<file path="src/hdl/spma_pkg.sv">
// Types and constants of the sensor percent moving average block.
package spma_pkg;

  localparam int FULL_SCALE   = 25600;  // 100 percent in 1/256 percent
  localparam int LEVEL_W      = 15;
  localparam int FUNC_W       = 2;
  localparam int RAW_W        = 13;
  localparam int CODE_W       = 12;
  localparam int HEIGHT_W     = 10;
  localparam int CFG_DATA_W   = 12;
  localparam int CFG_INDEX_W  = 3;
  localparam int QUEUE_DEPTH  = 2;

  // percent divider: numerator up to 4095*25600, divisor is a 12-bit span
  localparam int PCT_NUM_W    = 27;
  localparam int PCT_DEN_W    = 12;

  // channel codes
  localparam logic [FUNC_W-1:0] CH_SOIL  = 2'd0;
  localparam logic [FUNC_W-1:0] CH_LIGHT = 2'd1;
  localparam logic [FUNC_W-1:0] CH_WATER = 2'd2;

  // register indexes
  typedef enum logic [CFG_INDEX_W-1:0] {
    CFG_LIGHT_MIN     = 3'd0,
    CFG_LIGHT_MAX     = 3'd1,
    CFG_SOIL_MIN      = 3'd2,
    CFG_SOIL_MAX      = 3'd3,
    CFG_SENSOR_HEIGHT = 3'd4,
    CFG_FULL_HEIGHT   = 3'd5
  } cfg_index_t;

  localparam logic [CODE_W-1:0]   RST_LIGHT_MIN     = 12'd300;
  localparam logic [CODE_W-1:0]   RST_LIGHT_MAX     = 12'd3600;
  localparam logic [CODE_W-1:0]   RST_SOIL_MIN      = 12'd150;
  localparam logic [CODE_W-1:0]   RST_SOIL_MAX      = 12'd3600;
  localparam logic [HEIGHT_W-1:0] RST_SENSOR_HEIGHT = 10'd200;
  localparam logic [HEIGHT_W-1:0] RST_FULL_HEIGHT   = 10'd180;

  typedef struct packed {
    logic [CODE_W-1:0]   light_min_code;
    logic [CODE_W-1:0]   light_max_code;
    logic [CODE_W-1:0]   soil_min_code;
    logic [CODE_W-1:0]   soil_max_code;
    logic [HEIGHT_W-1:0] sensor_height_mm;
    logic [HEIGHT_W-1:0] full_height_mm;
  } cfg_t;

  typedef struct packed {
    logic [FUNC_W-1:0] func;
    logic [RAW_W-1:0]  raw_sample;
  } sample_t;

  typedef struct packed {
    logic [FUNC_W-1:0]  channel;
    logic [LEVEL_W-1:0] level;
    logic               level_valid;
  } result_t;

  // converted sample handed from front to back
  typedef struct packed {
    logic [FUNC_W-1:0]  channel;
    logic [LEVEL_W-1:0] value;
    logic               ok;
  } slot_item_t;

  // one ring slot as stored in memory
  typedef struct packed {
    logic [LEVEL_W-1:0] value;
    logic               ok;
  } slot_word_t;

  typedef enum logic [2:0] {
    FR_IDLE,
    FR_PREP,
    FR_DIV,
    FR_WAIT,
    FR_PUSH
  } front_state_t;

  typedef enum logic [2:0] {
    BK_IDLE,
    BK_LOAD,
    BK_UPDATE,
    BK_DIV,
    BK_WAIT,
    BK_EMIT
  } back_state_t;

endpackage

</file>
<file path="src/hdl/spma_ram.sv">
// Generic single-write, single-read RAM with registered read data.
module spma_ram #(
  parameter int WIDTH = 16,
  parameter int DEPTH = 24,
  localparam int ADDR_W = (DEPTH > 1) ? $clog2(DEPTH) : 1
) (
  input  logic              clk,
  input  logic              we,
  input  logic [ADDR_W-1:0] waddr,
  input  logic [WIDTH-1:0]  wdata,
  input  logic [ADDR_W-1:0] raddr,
  output logic [WIDTH-1:0]  rdata
);

  logic [WIDTH-1:0] mem [DEPTH];

  always_ff @(posedge clk) begin
    if (we) begin
      mem[waddr] <= wdata;
    end
    rdata <= mem[raddr];
  end

endmodule

</file>
<file path="src/hdl/spma_div.sv">
// Restoring divider, one quotient bit per cycle; needs dividend < divisor << QUO_W.
module spma_div #(
  parameter int NUM_W = 27,
  parameter int DEN_W = 12,
  parameter int QUO_W = 15
) (
  input  logic             clk,
  input  logic             rst,
  input  logic             start,
  input  logic [NUM_W-1:0] dividend,
  input  logic [DEN_W-1:0] divisor,
  output logic             done,
  output logic [QUO_W-1:0] quotient
);

  localparam int CNT_W = $clog2(QUO_W + 1);

  logic [CNT_W-1:0] cnt;
  logic [DEN_W-1:0] rem;
  logic [DEN_W-1:0] den;
  logic [QUO_W-1:0] quo;
  logic [DEN_W:0]   trial;
  logic [DEN_W:0]   diff;
  logic             fits;

  assign trial    = {rem, quo[QUO_W-1]};
  assign fits     = trial >= {1'b0, den};
  assign diff     = trial - {1'b0, den};
  assign quotient = quo;

  always_ff @(posedge clk) begin
    if (rst) begin
      cnt  <= '0;
      done <= 1'b0;
    end else begin
      done <= 1'b0;
      if (start) begin
        cnt <= CNT_W'(QUO_W);
      end else if (cnt != '0) begin
        cnt  <= cnt - 1'b1;
        done <= (cnt == CNT_W'(1));
      end
    end
  end

  // low bits of the dividend shift out as quotient bits shift in
  always_ff @(posedge clk) begin
    if (start) begin
      rem <= DEN_W'(dividend >> QUO_W);
      quo <= dividend[QUO_W-1:0];
      den <= divisor;
    end else if (cnt != '0) begin
      rem <= fits ? DEN_W'(diff) : DEN_W'(trial);
      quo <= {quo[QUO_W-2:0], fits};
    end
  end

endmodule

</file>
<file path="src/hdl/spma_queue.sv">
// Small FIFO of converted samples between front and back.
module spma_queue import spma_pkg::*; #(
  parameter int DEPTH = 2,
  localparam int PTR_W = (DEPTH > 1) ? $clog2(DEPTH) : 1,
  localparam int CNT_W = $clog2(DEPTH + 1)
) (
  input  logic       clk,
  input  logic       rst,
  input  logic       push,
  input  slot_item_t wr_item,
  output logic       full,
  input  logic       pop,
  output slot_item_t rd_item,
  output logic       empty
);

  slot_item_t       entries [DEPTH];
  logic [PTR_W-1:0] rd_ptr;
  logic [PTR_W-1:0] wr_ptr;
  logic [CNT_W-1:0] count;
  logic             do_push;
  logic             do_pop;

  assign full    = (count == CNT_W'(DEPTH));
  assign empty   = (count == '0);
  assign do_push = push && !full;
  assign do_pop  = pop && !empty;
  assign rd_item = entries[rd_ptr];

  always_ff @(posedge clk) begin
    if (rst) begin
      rd_ptr <= '0;
      wr_ptr <= '0;
      count  <= '0;
    end else begin
      if (do_push) begin
        wr_ptr <= (wr_ptr == PTR_W'(DEPTH - 1)) ? '0 : wr_ptr + 1'b1;
      end
      if (do_pop) begin
        rd_ptr <= (rd_ptr == PTR_W'(DEPTH - 1)) ? '0 : rd_ptr + 1'b1;
      end
      if (do_push && !do_pop) begin
        count <= count + 1'b1;
      end else if (do_pop && !do_push) begin
        count <= count - 1'b1;
      end
    end
  end

  always_ff @(posedge clk) begin
    if (do_push) begin
      entries[wr_ptr] <= wr_item;
    end
  end

endmodule

</file>
<file path="src/hdl/spma_front.sv">
// Front end: takes a raw sample, checks it and converts it to percent.
module spma_front import spma_pkg::*; #(
  parameter int CHANNEL_COUNT = 3
) (
  input  logic       clk,
  input  logic       rst,
  input  cfg_t       cfg,
  input  logic       push,
  output logic       full,
  input  sample_t    sample,
  output logic       q_push,
  output slot_item_t q_item,
  input  logic       q_full
);

  front_state_t state, state_next;

  logic [FUNC_W-1:0]    func_q;
  logic [RAW_W-1:0]     raw_q;
  logic                 ok_q;
  logic [PCT_NUM_W-1:0] num_q;
  logic [PCT_DEN_W-1:0] den_q;
  logic                 invert_q;
  logic [LEVEL_W-1:0]   val_q;

  logic                 in_range;
  logic                 div_start;
  logic                 div_done;
  logic [LEVEL_W-1:0]   div_q;

  // conversion setup
  logic [CODE_W-1:0]    lo;
  logic [CODE_W-1:0]    hi;
  logic signed [13:0]   adc_num;
  logic signed [12:0]   adc_den;
  logic [12:0]          adc_an;
  logic [11:0]          adc_ad;
  logic [18:0]          w_num;
  logic [16:0]          full100;
  logic                 w_pos;
  logic                 prep_direct;
  logic [LEVEL_W-1:0]   prep_val;
  logic [PCT_NUM_W-1:0] prep_num;
  logic [PCT_DEN_W-1:0] prep_den;
  logic                 prep_invert;

  assign in_range = (int'(sample.func) < CHANNEL_COUNT);

  always_comb begin
    lo          = (func_q == CH_SOIL) ? cfg.soil_min_code : cfg.light_min_code;
    hi          = (func_q == CH_SOIL) ? cfg.soil_max_code : cfg.light_max_code;
    adc_num     = $signed({1'b0, raw_q}) - $signed({2'b00, lo});
    adc_den     = $signed({1'b0, hi}) - $signed({1'b0, lo});
    adc_an      = adc_num[13] ? 13'(-adc_num) : adc_num[12:0];
    adc_ad      = adc_den[12] ? 12'(-adc_den) : adc_den[11:0];
    // echo * 0.17 mm, scaled by 100 to stay integer
    w_num       = 19'(cfg.sensor_height_mm) * 19'd100 - 19'(raw_q) * 19'd17;
    full100     = 17'(cfg.full_height_mm) * 17'd100;
    w_pos       = !w_num[18] && (w_num != '0);
    prep_direct = 1'b1;
    prep_val    = '0;
    prep_num    = '0;
    prep_den    = '0;
    prep_invert = 1'b0;
    if (raw_q != '0) begin
      case (func_q) inside
        CH_SOIL, CH_LIGHT: begin
          if (adc_den == '0) begin
            prep_val = (!adc_num[13] && adc_num != '0) ? '0 : LEVEL_W'(FULL_SCALE);
          end else if ((adc_num[13] != adc_den[12]) || (adc_num == '0)) begin
            prep_val = LEVEL_W'(FULL_SCALE);
          end else if (adc_an >= 13'(adc_ad)) begin
            prep_val = '0;
          end else begin
            prep_direct = 1'b0;
            prep_num    = PCT_NUM_W'(adc_an[11:0]) * PCT_NUM_W'(FULL_SCALE);
            prep_den    = adc_ad;
            prep_invert = 1'b1;
          end
        end
        default: begin
          if (!w_pos) begin
            prep_val = '0;
          end else if (cfg.full_height_mm == '0) begin
            prep_val = LEVEL_W'(FULL_SCALE);
          end else if (w_num[17:0] >= 18'(full100)) begin
            prep_val = LEVEL_W'(FULL_SCALE);
          end else begin
            prep_direct = 1'b0;
            prep_num    = {2'b00, w_num[16:0], 8'h00};
            prep_den    = PCT_DEN_W'(cfg.full_height_mm);
          end
        end
      endcase
    end
  end

  always_comb begin
    state_next = state;
    unique case (state)
      FR_IDLE: if (push && in_range) state_next = FR_PREP;
      FR_PREP: state_next = prep_direct ? FR_PUSH : FR_DIV;
      FR_DIV:  state_next = FR_WAIT;
      FR_WAIT: if (div_done) state_next = FR_PUSH;
      FR_PUSH: if (!q_full) state_next = FR_IDLE;
      default: state_next = FR_IDLE;
    endcase
  end

  always_comb begin
    full      = (state != FR_IDLE);
    div_start = (state == FR_DIV);
    q_push    = (state == FR_PUSH) && !q_full;
  end

  always_ff @(posedge clk) begin
    if (rst) begin
      state <= FR_IDLE;
    end else begin
      state <= state_next;
    end
  end

  always_ff @(posedge clk) begin
    if (state == FR_IDLE && push) begin
      func_q <= sample.func;
      raw_q  <= sample.raw_sample;
      ok_q   <= (sample.raw_sample != '0);
    end
    if (state == FR_PREP) begin
      num_q    <= prep_num;
      den_q    <= prep_den;
      invert_q <= prep_invert;
      val_q    <= prep_val;
    end
    if (state == FR_WAIT && div_done) begin
      val_q <= invert_q ? LEVEL_W'(FULL_SCALE) - div_q : div_q;
    end
  end

  assign q_item = '{channel: func_q, value: val_q, ok: ok_q};

  spma_div #(
    .NUM_W (PCT_NUM_W),
    .DEN_W (PCT_DEN_W),
    .QUO_W (LEVEL_W)
  ) u_div (
    .clk      (clk),
    .rst      (rst),
    .start    (div_start),
    .dividend (num_q),
    .divisor  (den_q),
    .done     (div_done),
    .quotient (div_q)
  );

endmodule

</file>
<file path="src/hdl/spma_back.sv">
// Back end: per-channel ring update, running sum and rounded window mean.
module spma_back import spma_pkg::*; #(
  parameter int WINDOW_DEPTH  = 8,
  parameter int CHANNEL_COUNT = 3
) (
  input  logic       clk,
  input  logic       rst,
  input  logic       q_empty,
  output logic       q_pop,
  input  slot_item_t q_item,
  output logic       empty,
  input  logic       pop,
  output result_t    result
);

  localparam int CH_W      = (CHANNEL_COUNT > 1) ? $clog2(CHANNEL_COUNT) : 1;
  localparam int SLOT_W    = (WINDOW_DEPTH > 1) ? $clog2(WINDOW_DEPTH) : 1;
  localparam int FILL_W    = $clog2(WINDOW_DEPTH + 1);
  localparam int SUM_W     = LEVEL_W + FILL_W;
  localparam int MEM_DEPTH = CHANNEL_COUNT * WINDOW_DEPTH;
  localparam int ADDR_W    = (MEM_DEPTH > 1) ? $clog2(MEM_DEPTH) : 1;
  localparam int WORD_W    = $bits(slot_word_t);

  back_state_t state, state_next;

  logic [SLOT_W-1:0] wr_slot   [CHANNEL_COUNT];
  logic [FILL_W-1:0] fill      [CHANNEL_COUNT];
  logic [SUM_W-1:0]  sum       [CHANNEL_COUNT];
  logic [FILL_W-1:0] bad_count [CHANNEL_COUNT];

  slot_item_t        item_q;
  logic [CH_W-1:0]   ch_idx;
  logic [ADDR_W-1:0] addr;
  slot_word_t        rd_word;
  logic [WORD_W-1:0] rd_bits;
  logic              win_full;
  logic [LEVEL_W-1:0] old_val;
  logic              old_bad;
  logic              ram_we;

  logic              div_start;
  logic              div_done;
  logic [SUM_W:0]    div_num;
  logic [LEVEL_W-1:0] div_q;

  logic              res_valid;
  logic              res_load;

  assign ch_idx  = CH_W'(item_q.channel);
  assign addr    = ADDR_W'(int'(ch_idx) * WINDOW_DEPTH + int'(wr_slot[ch_idx]));
  assign rd_word = slot_word_t'(rd_bits);

  // before the ring wraps the slot under the write pointer was never written
  assign win_full = (fill[ch_idx] == FILL_W'(WINDOW_DEPTH));
  assign old_val  = win_full ? rd_word.value : '0;
  assign old_bad  = win_full && !rd_word.ok;
  assign div_num  = {1'b0, sum[ch_idx]} + (SUM_W + 1)'(fill[ch_idx] >> 1);

  always_comb begin
    state_next = state;
    unique case (state)
      BK_IDLE:   if (!q_empty) state_next = BK_LOAD;
      BK_LOAD:   state_next = BK_UPDATE;
      BK_UPDATE: state_next = BK_DIV;
      BK_DIV:    state_next = BK_WAIT;
      BK_WAIT:   if (div_done) state_next = BK_EMIT;
      BK_EMIT:   if (!res_valid || pop) state_next = BK_IDLE;
      default:   state_next = BK_IDLE;
    endcase
  end

  always_comb begin
    q_pop     = (state == BK_IDLE) && !q_empty;
    ram_we    = (state == BK_UPDATE);
    div_start = (state == BK_DIV);
    res_load  = (state == BK_EMIT) && (!res_valid || pop);
    empty     = !res_valid;
  end

  always_ff @(posedge clk) begin
    if (rst) begin
      state     <= BK_IDLE;
      res_valid <= 1'b0;
      for (int c = 0; c < CHANNEL_COUNT; c++) begin
        wr_slot[c]   <= '0;
        fill[c]      <= '0;
        sum[c]       <= '0;
        bad_count[c] <= '0;
      end
    end else begin
      state <= state_next;
      if (res_load) begin
        res_valid <= 1'b1;
      end else if (pop) begin
        res_valid <= 1'b0;
      end
      if (state == BK_UPDATE) begin
        sum[ch_idx]       <= sum[ch_idx] - SUM_W'(old_val) + SUM_W'(item_q.value);
        bad_count[ch_idx] <= bad_count[ch_idx] - FILL_W'(old_bad) + FILL_W'(!item_q.ok);
        wr_slot[ch_idx]   <= (wr_slot[ch_idx] == SLOT_W'(WINDOW_DEPTH - 1))
                             ? '0 : wr_slot[ch_idx] + 1'b1;
        if (!win_full) begin
          fill[ch_idx] <= fill[ch_idx] + 1'b1;
        end
      end
    end
  end

  always_ff @(posedge clk) begin
    if (q_pop) begin
      item_q <= q_item;
    end
    if (res_load) begin
      result.channel     <= item_q.channel;
      result.level       <= (bad_count[ch_idx] == '0) ? div_q : '0;
      result.level_valid <= (bad_count[ch_idx] == '0);
    end
  end

  spma_ram #(
    .WIDTH (WORD_W),
    .DEPTH (MEM_DEPTH)
  ) u_ring (
    .clk   (clk),
    .we    (ram_we),
    .waddr (addr),
    .wdata (WORD_W'(slot_word_t'{value: item_q.value, ok: item_q.ok})),
    .raddr (addr),
    .rdata (rd_bits)
  );

  spma_div #(
    .NUM_W (SUM_W + 1),
    .DEN_W (FILL_W),
    .QUO_W (LEVEL_W)
  ) u_div (
    .clk      (clk),
    .rst      (rst),
    .start    (div_start),
    .dividend (div_num),
    .divisor  (fill[ch_idx]),
    .done     (div_done),
    .quotient (div_q)
  );

endmodule

</file>
<file path="src/hdl/sensor_percent_moving_average_top.sv">
// Top level: sensor percent conversion with per-channel moving average.
// Pace: set by the 15-step divider in the back end; the front end has its own 15-step
// divider and skips it when no division is needed. The front end takes a new request
// only once its last one is pushed to the queue, and a result comes later while
// earlier requests still wait in the queue.
// Reset: synchronous, active high; registers return to their reset values at once and
// ring slots not yet written read as zero and valid, so no clearing pass is needed.
module sensor_percent_moving_average_top import spma_pkg::*; #(
  parameter int WINDOW_DEPTH  = 8,
  parameter int CHANNEL_COUNT = 3
) (
  input  logic                   clk,
  input  logic                   rst,
  // input request queue side
  input  logic                   push,
  output logic                   full,
  input  sample_t                sample,
  // result queue side
  output logic                   empty,
  input  logic                   pop,
  output result_t                result,
  // configuration write port
  input  logic                   cfg_write,
  input  logic [CFG_INDEX_W-1:0] cfg_index,
  input  logic [CFG_DATA_W-1:0]  cfg_data
);

  cfg_t       cfg;
  logic       q_push;
  logic       q_pop;
  logic       q_full;
  logic       q_empty;
  slot_item_t q_wr_item;
  slot_item_t q_rd_item;

  // Configuration registers. Writes take effect at once and are meant to be
  // made only while no request is in flight; indexes past the last register
  // are ignored.
  always_ff @(posedge clk) begin
    if (rst) begin
      cfg.light_min_code   <= RST_LIGHT_MIN;
      cfg.light_max_code   <= RST_LIGHT_MAX;
      cfg.soil_min_code    <= RST_SOIL_MIN;
      cfg.soil_max_code    <= RST_SOIL_MAX;
      cfg.sensor_height_mm <= RST_SENSOR_HEIGHT;
      cfg.full_height_mm   <= RST_FULL_HEIGHT;
    end else if (cfg_write) begin
      unique case (cfg_index)
        CFG_LIGHT_MIN:     cfg.light_min_code   <= cfg_data;
        CFG_LIGHT_MAX:     cfg.light_max_code   <= cfg_data;
        CFG_SOIL_MIN:      cfg.soil_min_code    <= cfg_data;
        CFG_SOIL_MAX:      cfg.soil_max_code    <= cfg_data;
        CFG_SENSOR_HEIGHT: cfg.sensor_height_mm <= cfg_data[HEIGHT_W-1:0];
        CFG_FULL_HEIGHT:   cfg.full_height_mm   <= cfg_data[HEIGHT_W-1:0];
        default: ;
      endcase
    end
  end

  // Front: takes one request at a time, drops channels out of range,
  // converts ADC code or echo time to percent in 1/256 steps.
  spma_front #(
    .CHANNEL_COUNT (CHANNEL_COUNT)
  ) u_front (
    .clk    (clk),
    .rst    (rst),
    .cfg    (cfg),
    .push   (push),
    .full   (full),
    .sample (sample),
    .q_push (q_push),
    .q_item (q_wr_item),
    .q_full (q_full)
  );

  // Short queue so the front can convert the next request while the back
  // is still averaging or its result waits to be popped.
  spma_queue #(
    .DEPTH (QUEUE_DEPTH)
  ) u_queue (
    .clk     (clk),
    .rst     (rst),
    .push    (q_push),
    .wr_item (q_wr_item),
    .full    (q_full),
    .pop     (q_pop),
    .rd_item (q_rd_item),
    .empty   (q_empty)
  );

  // Back: ring store in RAM, running sum, invalid count and rounded mean;
  // holds the result register that drives the output queue side.
  spma_back #(
    .WINDOW_DEPTH  (WINDOW_DEPTH),
    .CHANNEL_COUNT (CHANNEL_COUNT)
  ) u_back (
    .clk     (clk),
    .rst     (rst),
    .q_empty (q_empty),
    .q_pop   (q_pop),
    .q_item  (q_rd_item),
    .empty   (empty),
    .pop     (pop),
    .result  (result)
  );

endmodule

</file>
<file path="config.mk">
export PLATFORM = sky130hd
export DESIGN_NAME = sensor_percent_moving_average_top
export DESIGN_NICKNAME = d
export VERILOG_FILES = /design/src/hdl/spma_pkg.sv /design/src/hdl/spma_ram.sv /design/src/hdl/spma_div.sv /design/src/hdl/spma_queue.sv /design/src/hdl/spma_front.sv /design/src/hdl/spma_back.sv /design/src/hdl/sensor_percent_moving_average_top.sv
export SDC_FILE = /design/constraint.sdc
export NUM_CORES = 1
export LEC_CHECK = 0
export ABC_AREA = 1
export BUFFER_PORTS_ARGS = -buffer_cell sky130_fd_sc_hd__buf_2
export CAP_MARGIN = 20
export CORE_UTILIZATION = 60
export DETAILED_ROUTE_END_ITERATION = 16
export PLACE_DENSITY = 0.76
export SYNTH_ARGS = -nofsm -noshare
export SYNTH_HDL_FRONTEND = slang
export SYNTH_SLANG_ARGS = --single-unit
</file>
<file path="constraint.sdc">
create_clock -name clk -period 8.2 [get_ports clk]
set_input_delay 0.41 -clock clk [delete_from_list [all_inputs] [get_ports clk]]
set_output_delay 0.41 -clock clk [all_outputs]
set_load 0.02 [all_outputs]
</file>
==> flow_summary.toml <==
[place]
dpl.hpwl_um = 66800
routabilityCongestion = 0.915
place_area_um2 = 43100
port_buffers = 54

[cells_and_area]
diodes = 0
stdcell_area_um2 = 46000
syn_to_final_growth_pct = 10.3
layout.nets = 4549
final-seq-area_um2 = 23200
nFillCells = 5181
final_layout_size_suffix_gt1_share_pct = 7.80
multi_input_area_um2 = 15900

[sta]
holdWs_ns = 0.0675
finalCritPeriodShare_pct = 87.6
timing.fmax_mhz = 139
min_period_ns = 7.19
slew_headroom_pct = 26.8
final_max_slew_viol_count = 0
worst_slew_pin_slew_ns = 1.10
skew_ns = 0.0259
setup_viol = 0
hold_viol = 0
rsz0062_at_grt = "false"
fin_setup_tns_ns = 0

[global_route]
busiest_layer = "met2"
grt_use_met2_pct = 48.1
grt_use_met1_pct = 36.9
grt.overflow.total = 0
grt_pass1_vias = 28300
grt_usage_pct = 28.1
grt_pass1_wl_um = 154000
use_met3_pct = 3.43
antenna_found_initial = 0
grt_max_degree = 157

[setup_path]
endpoint = "u_front.val_q[13]$_DFFE_PP_"
cp_data_required_time_ns = 8.67
crit_type = "register to register"
start_kind = "register"
slowest_delay_ns = 0.54
crit_top_cell = "ha_1"
rr_endpoint = "u_front.val_q[13]$_DFFE_PP_"
cp-end-kind = "register"
ff2ff_path_depth = 32
arrival_ns = 7.66
startpoint = "cfg[14]$_SDFFE_PP0P_"
reg2reg_slack_ns = 1.01
crit_fanout = 5
worstReg2RegStart = "cfg[14]$_SDFFE_PP0P_"
cp_slowest_cell = "fa_1"

[power_and_ir_drop]
clockPowerShare_pct = 19.5
combPwrFrac_pct = 51.4
pwr-share-seq_pct = 29.1
power_density_nw_per_um2 = 423
p_switching_mw = 8.50
p_sw_share_pct = 43.7
p_int_mw = 10.9
worst_ir_drop_vdd_v = 0.000630
power_mw = 19.4
power.leakage_nw = 18.7

[floorplan]
core_area_um2 = 68700
die_h_um = 266
initial_utilization_pct = 60.7
die_width_um = 266
die_area_um2 = 70500
row_count = 96
io_pins = 55

[clocking]
cts_tree = "built"
clk_pin_slew_ns = 0.07
clockBufferDepth = 3
cts_root_buf = "clkbuf_16"
cts_buffers = 80
clkLatencyLatePin_ns = 0.63
postCtsSetupBuffers = 0
clock_sinks = 806
htree_levels = 3

[detailed_routing]
firstDrtPassIters = 6
drc_errors = 0
antenna_left = 0
routed_via_density = 5.77
drt_iter0_markers = 2943
wl_per_cell_um = 19.2
finalWirelength_um = 99800
vias = 29900

[logic_synthesis]
synth_top_area_share_pct = 50.5
synthTopCellsByCount = "edfxtp_1 (701), nand2_1 (596), nor2_1 (565)"
synth_cells = 4103
syn_area_um2 = 41700
synthFlopType = "edfxtp_1"
synth.distinct_cells = 67
yosys_warnings = 0
ys_ff_latch = 806
synth_area_leaders = "edfxtp_1 (50%), ha_1 (8.2%), nand2_1 (5.4%)"
synth_edf_count = 701
synth.net_count = 4459
yosys.area.top_type = "edfxtp_1"
synth.avg_cell_area_um2 = 10.2
synth.most_common_cell = "edfxtp_1"
async_reset_ff_share_pct = 0
ys_seq_area_share_pct = 55.5

[flow_run]
cap_violations = 0

[min_path]
hold_class = "input pin to register"

[outcome]
outcome = "finished, final reports clean"
-- power groups by stage --
stage / logic [mW] / registers, mW / clock network (mW)
detailed placement: 9.71 / 5.74 / 0
global placement: 9.50 / 5.72 / 0
global route: 11.1 / 5.69 / 3.97
CTS: 9.85 / 5.66 / 3.81
finish: 10.0 / 5.66 / 3.79
floorplan: 7.05 / 5.74 / 0
-- per-layer routing --
layer  share of wire (%)  wire length [µm]  up-vias
li1                    -                 -    14300
met1                  41             40600    14300
met2                  49             49000     1143
met3                 6.8              6780      200
met4                 3.5              3470        0
met5                   0                 0        -
-- cells in the final DEF (no fill, tap or decap), drive strengths merged, types with 7 or more instances in the layout --
| cell type | n |
|---|---|
| edfxtp | 701 |
| nand2 | 613 |
| nor2 | 577 |
| inv | 532 |
| o21ai | 349 |
| ha | 272 |
| a21oi | 152 |
| nand3 | 148 |
| buf | 126 |
| clkbuf | 112 |
| dfxtp | 105 |
| o22ai | 72 |
| xor2 | 64 |
| fa | 49 |
| nand4 | 49 |
| nor3 | 43 |
| o221ai | 36 |
| xnor2 | 33 |
| clkinv | 24 |
| a221oi | 21 |
| a22oi | 20 |
| a22o | 16 |
| dlygate4sd3 | 15 |
| o211ai | 13 |
| o21bai | 11 |
| bufinv | 11 |
| nand3b | 10 |
| mux2i | 10 |
| a31oi | 9 |
| nor4 | 9 |
| or2 | 8 |
| nor3b | 7 |
-- area by class of cell --
type	instances	share of cell area, %
flip-flops and latches	806	50.4
multi-input cells	2629	34.7
clock buffers	112	4.81
inverters	535	4.37
well taps	931	2.53
repair buffers	141	2.18
clock inverters	34	1.07
-- sequential cells by signal (all words and copies together) (netlist names), 16 cells and up --
signal               cells
u_back.item_q           16
u_back.u_ring.rdata     16
u_back.fill             16
cfg                     68
u_back.result           18
u_back.bad_count        16
u_back.sum              76
u_queue.entries         36
u_back.u_ring.mem      384
u_front.num_q           19
-- cells by family after synthesis --
| family | count (synthesis) | share of synthesized area [%] |
|---|---|---|
| AO/OA/AOI/OAI | 722 | 10.3 |
| adder cells (fa/ha/maj) | 321 | 10.5 |
| AND/OR/NAND/NOR | 1474 | 14.9 |
| flip-flops | 806 | 55.5 |
| multiplexers | 15 | 0.375 |
| XOR/XNOR | 97 | 2.07 |
| buffers and inverters | 668 | 6.31 |
-- critical path, delay by kind of cell, from the launching register on --
family / cells / cell delay (ns)
adder cells (fa/ha/maj): 9 / 3.14
AO/OA/AOI/OAI: 8 / 1.83
AND/OR/NAND/NOR: 10 / 1.18
flip-flops: 1 / 0.41
XOR/XNOR: 2 / 0.35
buffers and inverters: 3 / 0.13
-- timing repair --
action / 4_1_cts / 5_1_grt
hold buffers: 15 / 0
resized for setup: 0 / 0
endpoints found under the hold margin: 15 / 0
-- metrics by stage --
stage / setup slack, ns / cells / utilization (%)
2_1_floorplan: 1.90 / 4103 / -
3_3_place_gp: 1.30 / 5025 / 62.7
3_5_place_dp: 1.20 / 5025 / 62.7
4_1_cts: 1.07 / 5186 / 66.9
5_1_grt: 0.422 / 5188 / 66.9
6_report: 1.01 / 5188 / 66.9
-- worst min-delay path by stage --
stage | endpoint | from | cells past startpoint | slack (ns)
floorplan | u_front.u_div.den[0]$_DFFE_PP_ | u_front.den_q[0]$_SDFFCE_PP0P_ | 0 | 0.40
global placement | u_front.u_div.den[10]$_DFFE_PP_ | u_front.den_q[10]$_SDFFCE_PP0P_ | 0 | 0.41
detailed placement | u_front.u_div.den[10]$_DFFE_PP_ | u_front.den_q[10]$_SDFFCE_PP0P_ | 0 | 0.41
CTS | cfg[55]$_SDFFE_PP1P_ | cfg_data[11] | 3 | 0.04
global route | cfg[30]$_SDFFE_PP1P_ | cfg_data[10] | 3 | 0.07
finish | cfg[55]$_SDFFE_PP1P_ | cfg_data[11] | 3 | 0.07
Note: power is estimated with default switching activity, not from simulation.
